### config.mk
export PLATFORM = sky130hd
export DESIGN_NAME = frsg_queue
export DESIGN_NICKNAME = d
export VERILOG_FILES = /design/src/rtl/frsg_pkg.sv /design/src/rtl/frsg_queue.sv
export SDC_FILE = /design/constraint.sdc
export NUM_CORES = 1
export LEC_CHECK = 0
export BUFFER_PORTS_ARGS = -buffer_cell sky130_fd_sc_hd__buf_2
export CAP_MARGIN = 10
export CORE_MARGIN = 4
export CORE_UTILIZATION = 56
export CTS_CLUSTER_DIAMETER = 100
export CTS_CLUSTER_SIZE = 16
export DETAILED_ROUTE_END_ITERATION = 10
export MAX_ROUTING_LAYER = met4
export PLACE_DENSITY = 0.92
export SKIP_CTS_REPAIR_TIMING = 1
export SLEW_MARGIN = 20
export SYNTH_ARGS = -nofsm -noshare
export SYNTH_HDL_FRONTEND = slang
export SYNTH_SLANG_ARGS = --single-unit
### constraint.sdc
create_clock -name i_clk -period 12.55 [get_ports i_clk]
set_input_delay 1.255 -clock i_clk [delete_from_list [all_inputs] [get_ports i_clk]]
set_output_delay 1.255 -clock i_clk [all_outputs]
set_load 0.03 [all_outputs]
### src/rtl/frsg_pkg.sv
`timescale 1ns / 1ps
// frsg_pkg: shared widths, types, state encodings and the Gaussian table
// for the fuzzy rule strength generator. No dependencies.
package frsg_pkg;

    localparam int VALUE_WIDTH     = 16;
    localparam int EXP_TABLE_DEPTH = 256;

    localparam int MAG_W   = 15;                      // centre, factor, limit
    localparam int ANG_W   = 16;                      // angle bounds
    localparam int CFG_W   = 16;                      // config data port
    localparam int CIDX_W  = 4;                       // config index port
    localparam int MU_W    = 16;                      // membership, Q0.16
    localparam int RULE_W  = 4;
    localparam int NUM_REGS = 8;
    localparam int W_W     = 2 * MAG_W - 12;          // set width
    localparam int D_W     = (VALUE_WIDTH > MAG_W + 1 ? VALUE_WIDTH : MAG_W + 1) + 1;
    localparam int RW      = W_W + 1;                 // divider remainder
    localparam int Q_W     = 16;                      // quotient bits
    localparam int FR_W    = 15;                      // interpolation fraction
    localparam int IDX_W   = $clog2(EXP_TABLE_DEPTH + 1);
    localparam int P_W     = Q_W + $clog2(EXP_TABLE_DEPTH + 1);
    localparam int DIV_CYC = Q_W / 2;                 // two quotient bits a cycle
    localparam int CNT_W   = $clog2(DIV_CYC);
    localparam logic [MU_W-1:0] MU_ONE = '1;

    localparam longint unsigned E_INV_Q32 = 64'd1580030169;
    localparam longint unsigned DEPTH_SQ  =
        longint'(EXP_TABLE_DEPTH) * longint'(EXP_TABLE_DEPTH);

    typedef enum logic [CIDX_W-1:0] {
        REG_POS_CENTRE  = 4'd0,
        REG_VEL_CENTRE  = 4'd1,
        REG_ANG_CENTRE  = 4'd2,
        REG_RATE_CENTRE = 4'd3,
        REG_WIDTH_FAC   = 4'd4,
        REG_POS_LIMIT   = 4'd5,
        REG_ANGLE_LOW   = 4'd6,
        REG_ANGLE_HIGH  = 4'd7
    } t_reg_idx;

    typedef struct packed {
        logic [3:0][MAG_W-1:0]   centre;
        logic [MAG_W-1:0]        width_factor;
        logic [MAG_W-1:0]        position_limit;
        logic signed [ANG_W-1:0] angle_low;
        logic signed [ANG_W-1:0] angle_high;
    } t_cfg;

    typedef struct packed {
        logic [3:0][1:0][MU_W-1:0] mu;   // [value][set]
        logic                      failed;
    } t_rec;

    typedef enum logic [2:0] {
        L_IDLE, L_DIV, L_LOOK, L_MUL, L_SUB
    } t_lane_st;

    typedef enum logic [1:0] {
        F_IDLE, F_WID, F_START, F_RUN
    } t_front_st;

    typedef logic [EXP_TABLE_DEPTH:0][MU_W-1:0] t_rom;

    // exp(-z), z in Q16.16, result Q0.16 saturated
    function automatic logic [MU_W-1:0] exp_neg(input longint unsigned z);
        longint unsigned n;
        longint unsigned f;
        longint unsigned term;
        longint          sum;
        longint unsigned r;
        n    = z >> 16;
        f    = z & 64'hFFFF;
        term = 64'd1 << 32;
        sum  = longint'(term);
        term = ((term * f) >> 16) / 1;  sum = sum - longint'(term);
        term = ((term * f) >> 16) / 2;  sum = sum + longint'(term);
        term = ((term * f) >> 16) / 3;  sum = sum - longint'(term);
        term = ((term * f) >> 16) / 4;  sum = sum + longint'(term);
        term = ((term * f) >> 16) / 5;  sum = sum - longint'(term);
        term = ((term * f) >> 16) / 6;  sum = sum + longint'(term);
        term = ((term * f) >> 16) / 7;  sum = sum - longint'(term);
        term = ((term * f) >> 16) / 8;  sum = sum + longint'(term);
        term = ((term * f) >> 16) / 9;  sum = sum - longint'(term);
        term = ((term * f) >> 16) / 10; sum = sum + longint'(term);
        term = ((term * f) >> 16) / 11; sum = sum - longint'(term);
        term = ((term * f) >> 16) / 12; sum = sum + longint'(term);
        r = longint'(sum);
        for (int j = 0; j < 64; j++) begin
            if (longint'(j) < n && r != 0) r = (r * E_INV_Q32) >> 32;
        end
        r = (r + 64'd32768) >> 16;
        return (r > 64'd65535) ? MU_ONE : MU_W'(r);
    endfunction

    function automatic t_rom gauss_rom_init();
        t_rom rom;
        for (int i = 0; i <= EXP_TABLE_DEPTH; i++) begin
            rom[i] = exp_neg(((64'd32 * longint'(i) * longint'(i)) << 16) / DEPTH_SQ);
        end
        return rom;
    endfunction

    localparam t_rom GAUSS_ROM = gauss_rom_init();

endpackage

### src/rtl/frsg_queue.sv
`timescale 1ns / 1ps
// frsg_queue: two-entry queue of membership records between front and back.
// Depends on frsg_pkg.
module frsg_queue (
    input  logic           i_clk,
    input  logic           i_rst_n,
    input  logic           i_push,
    input  frsg_pkg::t_rec i_rec,
    output logic           o_full,
    input  logic           i_pop,
    output logic           o_empty,
    output frsg_pkg::t_rec o_rec
);
    frsg_pkg::t_rec r_mem [2];
    logic           r_wp, r_rp;
    logic [1:0]     r_cnt;

    assign o_full  = (r_cnt == 2'd2);
    assign o_empty = (r_cnt == 2'd0);
    assign o_rec   = r_mem[r_rp];

    always_ff @(posedge i_clk) begin
        if (!i_rst_n) begin
            r_wp  <= 1'b0;
            r_rp  <= 1'b0;
            r_cnt <= '0;
        end else begin
            if (i_push) r_wp <= ~r_wp;
            if (i_pop)  r_rp <= ~r_rp;
            r_cnt <= r_cnt + {1'b0, i_push} - {1'b0, i_pop};
        end
    end

    always_ff @(posedge i_clk) begin
        if (i_push) r_mem[r_wp] <= i_rec;
    end
endmodule

* Yosys cells after proc, flatten, opt, wreduce, memory -nomap -nowiden
Memories as Yosys holds them, arrays and structs flattened. A register that Yosys moved wholly into a read port is not among the register bits. Cells that the tools add are included.
Word-level totals: flip-flop bits (word level) 4, bits of input ports 133, latch bits 0, logic and storage cells 14, RAM bits 258, memories 1, output and inout bits 131, bits in read-only memories 0
Memory list:
- r_mem | words 2, bits a word 129, read ports 1, clocked after memory_dff 1, wr ports 1, line frsg_queue.sv:14 | frsg_pkg::t_rec r_mem [2];
Cells by class: bitwise operators 2, reductions and logical operators 1, mux-type cells 4, eq/ne operators 1, add/sub/neg operators 2, multipliers 0, order comparisons 0, divide/modulo/power cells 0, shifts and indexed selects 0
Operators by type and width (number):
- $mux W1 | 4
- $add A2 B1 Y2 | 1
- $eq A2 B2 Y1 const B | 1
- $logic_not A2 Y1 | 1
- $not A1 Y1 | 2
- $sub A2 B1 Y2 | 1

* Depth between registers and ports, before layout
word-level depth 3, gate-level depth with buffers 6, depth with buffers taken out 6

* Least setup slack after synthesis
OpenSTA, ideal clock, no wires.
path kind input -> register, from in i_push, to mem r_mem[0][0] (netlist name), enable pin, path slack 5.039 ns, cell stages on the path 1, arrival 6.877 ns, cells stage by stage nor2b_1
Between the ends: word-level cells in the longest chain between the ends 2
Ends and longest elaborated chain:
- from (decl) | line frsg_queue.sv:7 | input logic i_push,
- $mux W1 | line frsg_queue.sv:35 | if (i_push) r_mem[r_wp] <= i_rec;
- $mux W1 (implied by the code) | line frsg_queue.sv:35
- to (decl) | line frsg_queue.sv:14
No other way between the ends.

==> flow_summary.ini <==
[drt]
drc = 0
wl_per_cell_um = 19.9
num_vias = 4890
wl_um = 18600
dr.pass1.iters = 6
via_per_inst = 5.24
ant_nets = 0
first_iter_violations = 173

[place]
post_dp_cell_area_um2 = 11100
dp_hpwl_um = 12400
pre_cts_ws_ns = 9.15
routabilityCongestion = 0.799
dp.cells = 895
numPortBuffers = 263

[worst_setup_path]
path_cells = buf_6 -> mux2_2 -> buf_2
cp_max_fo = 98
crit_required_ns = 11.30
critPathMaxStageDelay_ns = 0.68
cp-start-kind = flop
cpMaxStageDelayCell = buf_6
crit_type = flop to output port
r2r_slack_ns = 10.41
worst-endpoint-arrival_ns = 2.57
cp-end-kind = output port
rr_worst_depth = 2

[sta]
worst_slack_ns = 8.73
maxSlewViolCount = 0
finClkSkew_ns = 0.0117
finalSetupViolCount = 0
fin_crit_ns = 3.82
finalCritPeriodShare = 0.304
max_freq_ghz = 0.262
tightestPinTransition_ns = 0.977
rsz0062_at_grt = no
relSlewSlack = 0.349
hold_violations = 0
final.setup.tns_ns = 0

[finish]
fillCellCount = 1016
fin_area_um2 = 11700
nets = 832
final_common_cell = buf_2
stdcell_count = 933
final_cell_mix = buf_2, edfxtp_1, mux2_2, clkbuf_16, clkbuf_1
syn_to_final_growth_pct = 21.8
layout-drive-gt1-share = 0.592

[floorplanning]
die_height_um = 139
initial_utilization = 0.575
num_rows = 47
io-pin-count = 264
dieWidth_um = 139
coreArea_um2 = 16600
dieArea_um2 = 19300

[logic_synthesis]
syn_nets = 557
netlist_instances = 422
syn_area_um2 = 9580
synth_seq_area_share = 0.819
synth_cell_types = 13
avgSynthCellArea_um2 = 22.7
synth_seq_cells = 263
yosysWarnings = 0

[job]
drv_cap = 0

[clock_network]
cts_buffers = 20
clock_path_buffers = 3
cts.sinks = 263
cts.reportedPaths.clkPinSlew_ns = 0.07
ctsHtreeMaxLevel = 1
clkLatencyLatePin_ns = 0.49
root_buffer = clkbuf_16
cts_tree = built

[global_route]
grt_util_all_layers = 0.190
grt.overflow.total = 0
grt_max_degree = 99
grt_pass1_vias = 5410
grt_first_pass_wirelength_um = 28400
antenna_found_initial = 2

[power]
p_leak_nw = 4.36
ir_drop_mv = 0.140
powerDensity_nw_per_um2 = 162

[min_path]
min_path_cells = 2
hold_path.class = flop to flop

[status]
status = finished clean
layer usage:
layer | routed length, um | up-vias | GRT usage
met5 | 0 | - | -
met4 | 614 | 0 | 0.0592
met3 | 1230 | 42 | 0.0414
met2 | 9780 | 206 | 0.333
met1 | 6960 | 2418 | 0.222
li1 | - | 2224 | -
layout make-up:
cell class | instances | area (um^2) | share of cell area
well taps | 220 | 275 | 0.0236
diodes | 2 | 5.00 | 0.000429
clock inverters | 1 | 11.3 | 0.000966
multi-input cells | 143 | 1580 | 0.136
repair buffers | 267 | 1350 | 0.116
inverters | 2 | 7.51 | 0.000644
clock buffers | 35 | 578 | 0.0496
flip-flops and latches | 263 | 7850 | 0.673
cell families (layout without fill, tap and decap cells):
| group | Yosys count | after routing | synth area share |
|---|---|---|---|
| AOI/OAI and AO/OA | 1 | 1 | 0.000784 |
| other | 0 | 2 | 0 |
| adders and majority gates | 2 | 2 | 0.00261 |
| xor gates and xnor gates | 2 | 2 | 0.00327 |
| and+or+nand+nor | 9 | 9 | 0.00562 |
| muxes | 129 | 129 | 0.152 |
| DFF | 263 | 263 | 0.819 |
| buffers and inverters | 16 | 305 | 0.0166 |
where the power goes:
part | switching, mW | internal (mW)
registers | 0.0158 | 1.02
clock network | 0.275 | 0.314
logic | 0.169 | 0.0939
path summary, 6_finish.rpt:
path              from      endpoint
setup / recovery  flop    o_rec[101]
hold / removal    r_rp          r_rp
setup reg to reg  r_wp  r_mem[1][19]
hold reg to reg   r_rp          r_rp
synth_stat cells:
| master | count | area (um^2) |
|---|---|---|
| nor2b_1 | 4 | 25.0 |
| dfxtp_1 | 5 | 100 |
| xnor3_1 | 1 | 22.5 |
| xor2_1 | 1 | 8.76 |
| ha_1 | 2 | 25.0 |
| buf_2 | 1 | 5.00 |
| nor2_1 | 1 | 3.75 |
| edfxtp_1 | 258 | 7750 |
| inv_1 | 2 | 7.51 |
| o21a_1 | 1 | 7.51 |
| and2_1 | 4 | 25.0 |
| mux2_2 | 129 | 1450 |
| buf_6 | 13 | 146 |
flip-flops by register name, indices dropped and copies added (netlist names), named ones only:
register	flops
r_mem	258
r_cnt	2
r_rp	1
r_wp	1
critical path: cells and delay by family, from the launching register on:
family,cells,cell delay (ns)
buf+inv,2,0.86
flops,1,0.62
mux,1,0.44
metrics by stage:
step / util / hold slack, ns / total power, mW
global placement: 0.665 / 0.567 / 1.30
finish: 0.701 / 0.604 / 1.88
CTS: 0.700 / 0.612 / 1.90
global route: 0.701 / 0.641 / 1.95
floorplan: - / 0.555 / 1.24
detailed placement: 0.665 / 0.599 / 1.31
Note: power is estimated with default switching activity, not from simulation.
