<file path="config.mk">
export PLATFORM = sky130hd
export DESIGN_NAME = frsg_back
export DESIGN_NICKNAME = d
export VERILOG_FILES = /design/src/rtl/frsg_pkg.sv /design/src/rtl/frsg_back.sv
export SDC_FILE = /design/constraint.sdc
export NUM_CORES = 1
export LEC_CHECK = 0
export ABC_AREA = 1
export BUFFER_PORTS_ARGS = -buffer_cell sky130_fd_sc_hd__buf_2
export CAP_MARGIN = 30
export CORE_ASPECT_RATIO = 0.8
export CORE_MARGIN = 2
export CORE_UTILIZATION = 49
export DETAILED_ROUTE_END_ITERATION = 8
export PLACE_DENSITY_LB_ADDON = 0.12
export SYNTH_ARGS = -nofsm -noshare
export SYNTH_HDL_FRONTEND = slang
export SYNTH_SLANG_ARGS = --single-unit
</file>
<file path="constraint.sdc">
create_clock -name i_clk -period 9 [get_ports i_clk]
set_input_delay 1.8 -clock i_clk [delete_from_list [all_inputs] [get_ports i_clk]]
set_output_delay 1.8 -clock i_clk [all_outputs]
set_load 0.03 [all_outputs]
</file>
<file path="src/rtl/frsg_pkg.sv">
`timescale 1ns / 1ps
// frsg_pkg: shared widths, types, state encodings and the Gaussian table
// for the fuzzy rule strength generator. No dependencies.
package frsg_pkg;

    localparam int VALUE_WIDTH     = 16;
    localparam int EXP_TABLE_DEPTH = 256;

    localparam int MAG_W   = 15;                      // centre, factor, limit
    localparam int ANG_W   = 16;                      // angle bounds
    localparam int CFG_W   = 16;                      // config data port
    localparam int CIDX_W  = 4;                       // config index port
    localparam int MU_W    = 16;                      // membership, Q0.16
    localparam int RULE_W  = 4;
    localparam int NUM_REGS = 8;
    localparam int W_W     = 2 * MAG_W - 12;          // set width
    localparam int D_W     = (VALUE_WIDTH > MAG_W + 1 ? VALUE_WIDTH : MAG_W + 1) + 1;
    localparam int RW      = W_W + 1;                 // divider remainder
    localparam int Q_W     = 16;                      // quotient bits
    localparam int FR_W    = 15;                      // interpolation fraction
    localparam int IDX_W   = $clog2(EXP_TABLE_DEPTH + 1);
    localparam int P_W     = Q_W + $clog2(EXP_TABLE_DEPTH + 1);
    localparam int DIV_CYC = Q_W / 2;                 // two quotient bits a cycle
    localparam int CNT_W   = $clog2(DIV_CYC);
    localparam logic [MU_W-1:0] MU_ONE = '1;

    localparam longint unsigned E_INV_Q32 = 64'd1580030169;
    localparam longint unsigned DEPTH_SQ  =
        longint'(EXP_TABLE_DEPTH) * longint'(EXP_TABLE_DEPTH);

    typedef enum logic [CIDX_W-1:0] {
        REG_POS_CENTRE  = 4'd0,
        REG_VEL_CENTRE  = 4'd1,
        REG_ANG_CENTRE  = 4'd2,
        REG_RATE_CENTRE = 4'd3,
        REG_WIDTH_FAC   = 4'd4,
        REG_POS_LIMIT   = 4'd5,
        REG_ANGLE_LOW   = 4'd6,
        REG_ANGLE_HIGH  = 4'd7
    } t_reg_idx;

    typedef struct packed {
        logic [3:0][MAG_W-1:0]   centre;
        logic [MAG_W-1:0]        width_factor;
        logic [MAG_W-1:0]        position_limit;
        logic signed [ANG_W-1:0] angle_low;
        logic signed [ANG_W-1:0] angle_high;
    } t_cfg;

    typedef struct packed {
        logic [3:0][1:0][MU_W-1:0] mu;   // [value][set]
        logic                      failed;
    } t_rec;

    typedef enum logic [2:0] {
        L_IDLE, L_DIV, L_LOOK, L_MUL, L_SUB
    } t_lane_st;

    typedef enum logic [1:0] {
        F_IDLE, F_WID, F_START, F_RUN
    } t_front_st;

    typedef logic [EXP_TABLE_DEPTH:0][MU_W-1:0] t_rom;

    // exp(-z), z in Q16.16, result Q0.16 saturated
    function automatic logic [MU_W-1:0] exp_neg(input longint unsigned z);
        longint unsigned n;
        longint unsigned f;
        longint unsigned term;
        longint          sum;
        longint unsigned r;
        n    = z >> 16;
        f    = z & 64'hFFFF;
        term = 64'd1 << 32;
        sum  = longint'(term);
        term = ((term * f) >> 16) / 1;  sum = sum - longint'(term);
        term = ((term * f) >> 16) / 2;  sum = sum + longint'(term);
        term = ((term * f) >> 16) / 3;  sum = sum - longint'(term);
        term = ((term * f) >> 16) / 4;  sum = sum + longint'(term);
        term = ((term * f) >> 16) / 5;  sum = sum - longint'(term);
        term = ((term * f) >> 16) / 6;  sum = sum + longint'(term);
        term = ((term * f) >> 16) / 7;  sum = sum - longint'(term);
        term = ((term * f) >> 16) / 8;  sum = sum + longint'(term);
        term = ((term * f) >> 16) / 9;  sum = sum - longint'(term);
        term = ((term * f) >> 16) / 10; sum = sum + longint'(term);
        term = ((term * f) >> 16) / 11; sum = sum - longint'(term);
        term = ((term * f) >> 16) / 12; sum = sum + longint'(term);
        r = longint'(sum);
        for (int j = 0; j < 64; j++) begin
            if (longint'(j) < n && r != 0) r = (r * E_INV_Q32) >> 32;
        end
        r = (r + 64'd32768) >> 16;
        return (r > 64'd65535) ? MU_ONE : MU_W'(r);
    endfunction

    function automatic t_rom gauss_rom_init();
        t_rom rom;
        for (int i = 0; i <= EXP_TABLE_DEPTH; i++) begin
            rom[i] = exp_neg(((64'd32 * longint'(i) * longint'(i)) << 16) / DEPTH_SQ);
        end
        return rom;
    endfunction

    localparam t_rom GAUSS_ROM = gauss_rom_init();

endpackage

</file>
<file path="src/rtl/frsg_back.sv">
`timescale 1ns / 1ps
// frsg_back: walks the sixteen rules of a record, one min-of-four a cycle
// while the output register is free or popped, into that register. Depends on frsg_pkg.
module frsg_back (
    input  logic                              i_clk,
    input  logic                              i_rst_n,
    input  frsg_pkg::t_rec                    i_rec,
    input  logic                              i_q_empty,
    output logic                              o_q_pop,
    output logic                              o_empty,
    input  logic                              i_pop,
    output logic [frsg_pkg::RULE_W-1:0]       o_rule_index,
    output logic [frsg_pkg::MU_W-1:0]         o_strength,
    output logic                              o_last_rule,
    output logic                              o_failed
);
    frsg_pkg::t_rec              r_rec;
    logic [frsg_pkg::RULE_W-1:0] r_k;
    logic                        r_busy, r_ovalid;
    logic                        adv, last;
    logic [frsg_pkg::MU_W-1:0]   m;

    assign adv     = r_busy && (!r_ovalid || i_pop);
    assign last    = (r_k == '1);
    assign o_q_pop = (!r_busy || (adv && last)) && !i_q_empty;
    assign o_empty = !r_ovalid;

    always_comb begin
        m = r_rec.mu[0][r_k[3]];
        if (r_rec.mu[1][r_k[2]] < m) m = r_rec.mu[1][r_k[2]];
        if (r_rec.mu[2][r_k[1]] < m) m = r_rec.mu[2][r_k[1]];
        if (r_rec.mu[3][r_k[0]] < m) m = r_rec.mu[3][r_k[0]];
        if (m == '0) m = frsg_pkg::MU_W'(1);
    end

    always_ff @(posedge i_clk) begin
        if (!i_rst_n) begin
            r_busy   <= 1'b0;
            r_ovalid <= 1'b0;
            r_k      <= '0;
        end else begin
            if (adv)        r_ovalid <= 1'b1;
            else if (i_pop) r_ovalid <= 1'b0;
            if (o_q_pop) begin
                r_busy <= 1'b1;
                r_k    <= '0;
            end else if (adv) begin
                r_k <= r_k + 1'b1;
                if (last) r_busy <= 1'b0;
            end
        end
    end

    always_ff @(posedge i_clk) begin
        if (o_q_pop) r_rec <= i_rec;
        if (adv) begin
            o_rule_index <= r_k;
            o_strength   <= m;
            o_last_rule  <= last;
            o_failed     <= r_rec.failed;
        end
    end
endmodule

</file>
# Word level (Yosys, flattened, before mapping)

Index checks and enable logic that the tools add are counted.

$add $sub $neg: 1
Bitwise logic cells: 1
Shifts and indexed selects: 0
Magnitude comparators: 7
Div/mod/pow operators: 0
Muxes and demuxes: 16
Reduce and logical (&&, ||, !) cells: 14
Eq/ne operators: 1
Multiply operators: 0

Operators with widths:

| kind                                                                         | number |
|---|---|
| 16-bit two-way mux                                                           | 11 |
| 16-bit less-than comparator                                                  | 3 |
| 16-bit logical NOT                                                           | 1 |
| 1-bit by 2-bit less-than comparator with 1-bit output, second input constant | 4 |
| 2-bit nonzero test                                                           | 3 |
| 1-bit two-way mux                                                            | 5 |
| 4-bit by 1-bit adder with 4-bit output, second input constant                | 1 |
| 4-bit equality test, second input constant                                   | 1 |
| 1-bit logical AND                                                            | 3 |
| 1-bit logical NOT                                                            | 3 |
| 1-bit logical OR                                                             | 2 |
| 2-bit AND reduction                                                          | 1 |
| 2-bit OR reduction                                                           | 1 |
| 1-bit inverter                                                               | 1 |

Output and inout port bits: 24
Logic and storage cells: 56
Memory bits (writable): 0
Latch bits: 0
Memories: 0
Bits in read-only memories: 0
Bits in registers: 157
Input port bits: 133

# Logic depth before layout (Yosys ltp)

Depth in word-level cells: 9
Gate-level depth with buffers: 49
Depth with buffers taken out: 46

# Least setup slack after synthesis

Ideal clock, no wire load.

Kind: input -> output
From: input i_pop
To: output o_q_pop
Setup slack: -549 ps
Path buffers: 0
Stages on the path: 3
Data required time: 7,200 ps
Arrival time: 7,749 ps
Path through: or2_2 > a21oi_1 > nor2_1

Cells in the longest elaborated chain, start to end: 5

RTL lines:

| what              | line            | text |
|---|---|---|
| from (decl)       | frsg_back.sv:11 | `input logic i_pop,` |
| 1-bit logical OR  | frsg_back.sv:23 | `assign adv = r_busy && (!r_ovalid \|\| i_pop);` |
| 1-bit logical AND | frsg_back.sv:23 |  |
| 1-bit logical AND | frsg_back.sv:25 | `assign o_q_pop = (!r_busy \|\| (adv && last)) && !i_q_empty;` |
| 1-bit logical OR  | frsg_back.sv:25 |  |
| 1-bit logical AND | frsg_back.sv:25 |  |
| to (decl)         | frsg_back.sv:9  | `output logic o_q_pop,` |

Every way passes these cells.

# Worst setup path in the final report

From: register r_k[2] (netlist bit)
To: register o_strength[0] (netlist bit) (data pin)

Cells in the longest elaborated chain, start to end: 9

RTL lines:

| what                                                    | line            | text |
|---|---|---|
| from (decl)                                             | frsg_back.sv:18 | `logic [frsg_pkg::RULE_W-1:0] r_k;` |
| from (signal assigned)                                  | frsg_back.sv:48 | `r_k <= r_k + 1'b1;` |
| 16-bit two-way mux (implied by the code) * (2 in a row) | frsg_back.sv:30 | `if (r_rec.mu[1][r_k[2]] < m) m = r_rec.mu[1][r_k[2]];` |
| 16-bit less-than comparator                             | frsg_back.sv:30 |  |
| 16-bit two-way mux *                                    | frsg_back.sv:30 |  |
| 16-bit less-than comparator                             | frsg_back.sv:31 | `if (r_rec.mu[2][r_k[1]] < m) m = r_rec.mu[2][r_k[1]];` |
| 16-bit two-way mux *                                    | frsg_back.sv:31 |  |
| 16-bit less-than comparator                             | frsg_back.sv:32 | `if (r_rec.mu[3][r_k[0]] < m) m = r_rec.mu[3][r_k[0]];` |
| 16-bit two-way mux *                                    | frsg_back.sv:32 |  |
| 16-bit logical NOT                                      | frsg_back.sv:33 | `if (m == '0) m = frsg_pkg::MU_W'(1);` |
| to (signal assigned)                                    | frsg_back.sv:58 | `o_strength <= m;` |
| to (decl)                                               | frsg_back.sv:13 | `output logic [frsg_pkg::MU_W-1:0] o_strength,` |

Every way passes the cells marked *; elsewhere a longest branch is shown, timed or not. The select of a mux whose other input is x is not followed.
A chain may end at the register's enable or synchronous reset.

==> flow_summary.toml <==
[placement]
io_buffers = 156
place_congestion = 0.8459
dp_hpwl_um = 11650

[logic_synthesis]
synth_cells = 634
synthAdderAreaFrac_pct = 7.737
post_synth_mux_area_share_pct = 4.230
ys_types = 26
synth.yosys.warnings = 0
synthSimpleGateAreaFrac_pct = 15.84
synth_seq_cells = 157
syn_area_sq_um = 7277
synth_xor_area_share_pct = 0.2407
synth_nets = 812
synth-seq-area-share_pct = 63.96
syn_area_per_cell_sq_um = 11.48
synth_compound_area_share_pct = 4.608
synth_top_family_by_area = "simple AND/OR/NAND/NOR gates"

[power]
netSwitchingFraction_pct = 27.47
pwr-share-clk_pct = 38.3
power_frac_seq_pct = 43.9
peakVddDrop_mv = 0.1530
pwr_density_cell_nw_per_um2 = 226.7
p_int_mw = 1.463
p_comb_share_pct = 17.8
p_leak_nw = 3.840
p_switching_mw = 0.5542

[setup_path]
r2r_end = "o_strength[0]"
worst_setup_path_start_kind = "register"
rr_worst_depth = 37
setup.worst_path.end = "o_strength[0]"
end_kind = "register"
cp.depth = 37
cpLargestDelayFamily = "simple AND/OR/NAND/NOR gates"
cp.arrival_ns = 7.20
critPathBufInv = 4
crit_path_start = "r_k[2]"
cp.required_ns = 9.30
worstSetupPathType = "register to register"
r2r_start = "r_k[2]"
cp_slowest_cell = "dfxtp_1"
cp_max_fo = 31
max_stage_delay_ns = 0.79
ff2ff_setup_slack_ns = 2.11
crit_path_frequent_cell = "nand2_1"

[cts]
cts_inserted_buffers = 17
clockBufferDepth = 2
cts_tree = "done"
insertion_delay_ns = 0.43
post_cts_buffers = 0
h-tree-depth = 4
postCtsHoldBufs = 0
cts_resized = 0
clockRootBuffer = "clkbuf_16"
clock-sinks = 157
path_clk_slew_ns = 0.07

[floorplanning]
die-area_sq_um = 15850
die_h_um = 113
coreArea_sq_um = 14400
fp.dieW_um = 140.3
initial_core_util_pct = 50.55
rows = 39
ios = 157

[timing]
worst_slew_pin_slew_ns = 1.002
clock_skew_ns = 0.009246
setup_tns_ns = 0
finalSetupViolCount = 0
max_freq_mhz = 145.0
slew_headroom_pct = 33.13
rsz0062_at_grt = "no"
hold_viol = 0
fin_crit_sh_pct = 76.61
fin_crit_ns = 6.895
final_max_slew_viol_count = 0
whs_ns = 0.4242

[drt]
drt_first_pass_iters = 5
post-route-drc-count = 0
wl_per_cell_um = 16.10
viasPerCell = 5.052
via_count = 5007
first_iter_violations = 316
routed_wl_um = 15950
antenna_left = 0

[run_status]
status = "complete, no violations"

[layout]
syn2layout_area_growth_pct = 22.32
drive_above_1_share_pct = 27.63
final_net_count = 972
nFillCells = 1143
num_antenna_cells = 0

[global_route]
grt_pass1_vias = 5073
grt_max_degree = 131
grt_pass1_wl_um = 25600
grt-ovfl-total = 0
grt_use_total_pct = 21.07
antenna_found_initial = 0

[flow_run]
drv_cap = 0

[worst_hold_path]
hp-class = "register to register"
hold_start = "r_rec[0]"
-- stage by stage --
stage / util, % / area (sq um) / setup slack (ns) / cells / total power, mW
final: 61.83 / 8901 / 2.105 / 991 / 2.018
after global routing: 61.83 / 8901 / 1.301 / 991 / 2.120
after CTS: 61.64 / 8874 / 2.109 / 990 / 2.033
after detailed placement: 57.23 / 8238 / 2.199 / 958 / 1.260
after global placement: 57.23 / 8238 / 2.482 / 958 / 1.250
after floorplan: - / 7279 / 1.680 / 634 / 1.158
-- cell type report --
| class | instances | area, sq um | share of cell area, % |
|---|---|---|---|
| sequential | 157 | 4654 | 52.29 |
| multi-input combinational | 417 | 2384 | 26.78 |
| clock inverter | 15 | 210.2 | 2.362 |
| tap | 184 | 230.2 | 2.586 |
| timing repair buffer | 160 | 843.3 | 9.474 |
| clock buffer | 17 | 425.4 | 4.779 |
| inverter | 41 | 153.9 | 1.729 |
-- metal layers --
metal  vias to the layer above  GRT usage [%]  share of wire (%)
met2                       155          31.63                 46
met5                         -              0                  0
met4                         0          7.340                1.7
met3                        20          5.375                5.4
met1                      2315          30.11                 47
li1                       2517              -                  -
-- flip-flops by register name, summed over array words and instances, names as in the netlist --
signal / count
o_failed: 1
r_k: 4
o_last_rule: 1
r_rec: 129
r_ovalid: 1
o_strength: 16
r_busy: 1
o_rule_index: 4
-- worst min-delay path by stage --
stage / end / slack (ns) / cells after the start
after floorplan: o_failed / 0.40 / 0
after global placement: o_failed / 0.43 / 0
after detailed placement: o_failed / 0.42 / 0
after CTS: o_failed / 0.43 / 0
after global routing: o_failed / 0.45 / 0
final: o_failed / 0.42 / 0
-- power groups by stage --
stage	Combinational, mW	Clock, mW	Sequential (mW)
floorplan	0.231	0	0.927
global placement	0.350	0	0.900
detailed placement	0.359	0	0.901
CTS	0.361	0.786	0.887
global route	0.411	0.819	0.890
finish	0.360	0.772	0.886
-- cell usage after synthesis, drive strengths merged --
cell,count,area (sq um)
nand3,25,125.1
o221a,2,22.52
o21ai,35,175.2
nor2,27,101.4
clkbuf,14,52.55
buf,5,40.04
nor3,2,10.01
and2,1,6.260
inv,41,153.9
nand3b,3,22.52
edfxtp,151,4534
nand2,215,849.6
xor2,2,17.52
mux2i,15,150.1
ha,45,563.0
a21oi,20,100.1
nand4,3,18.77
a211oi,5,37.54
dfxtp,6,120.1
mux2,14,157.7
or2,3,18.77
-- layout by cell type (no fill, tap or decap), types with 14 or more instances in the layout --
| cell type | n |
|---|---|
| buf_2 | 156 |
| nor2_1 | 26 |
| nand2_1 | 204 |
| nand3_1 | 25 |
| o21ai_0 | 35 |
| mux2_2 | 14 |
| inv_1 | 40 |
| mux2i_1 | 15 |
| clkbuf_16 | 17 |
| edfxtp_1 | 151 |
| a21oi_1 | 20 |
| ha_1 | 45 |
-- kinds of logic after synthesis --
kind of cell / after synthesis
compound gates: 62
simple gates: 279
flops: 157
mux: 29
buf+inv: 60
fa+ha+maj: 45
xor+xnor: 2
(Power assumes the default switching activity.)
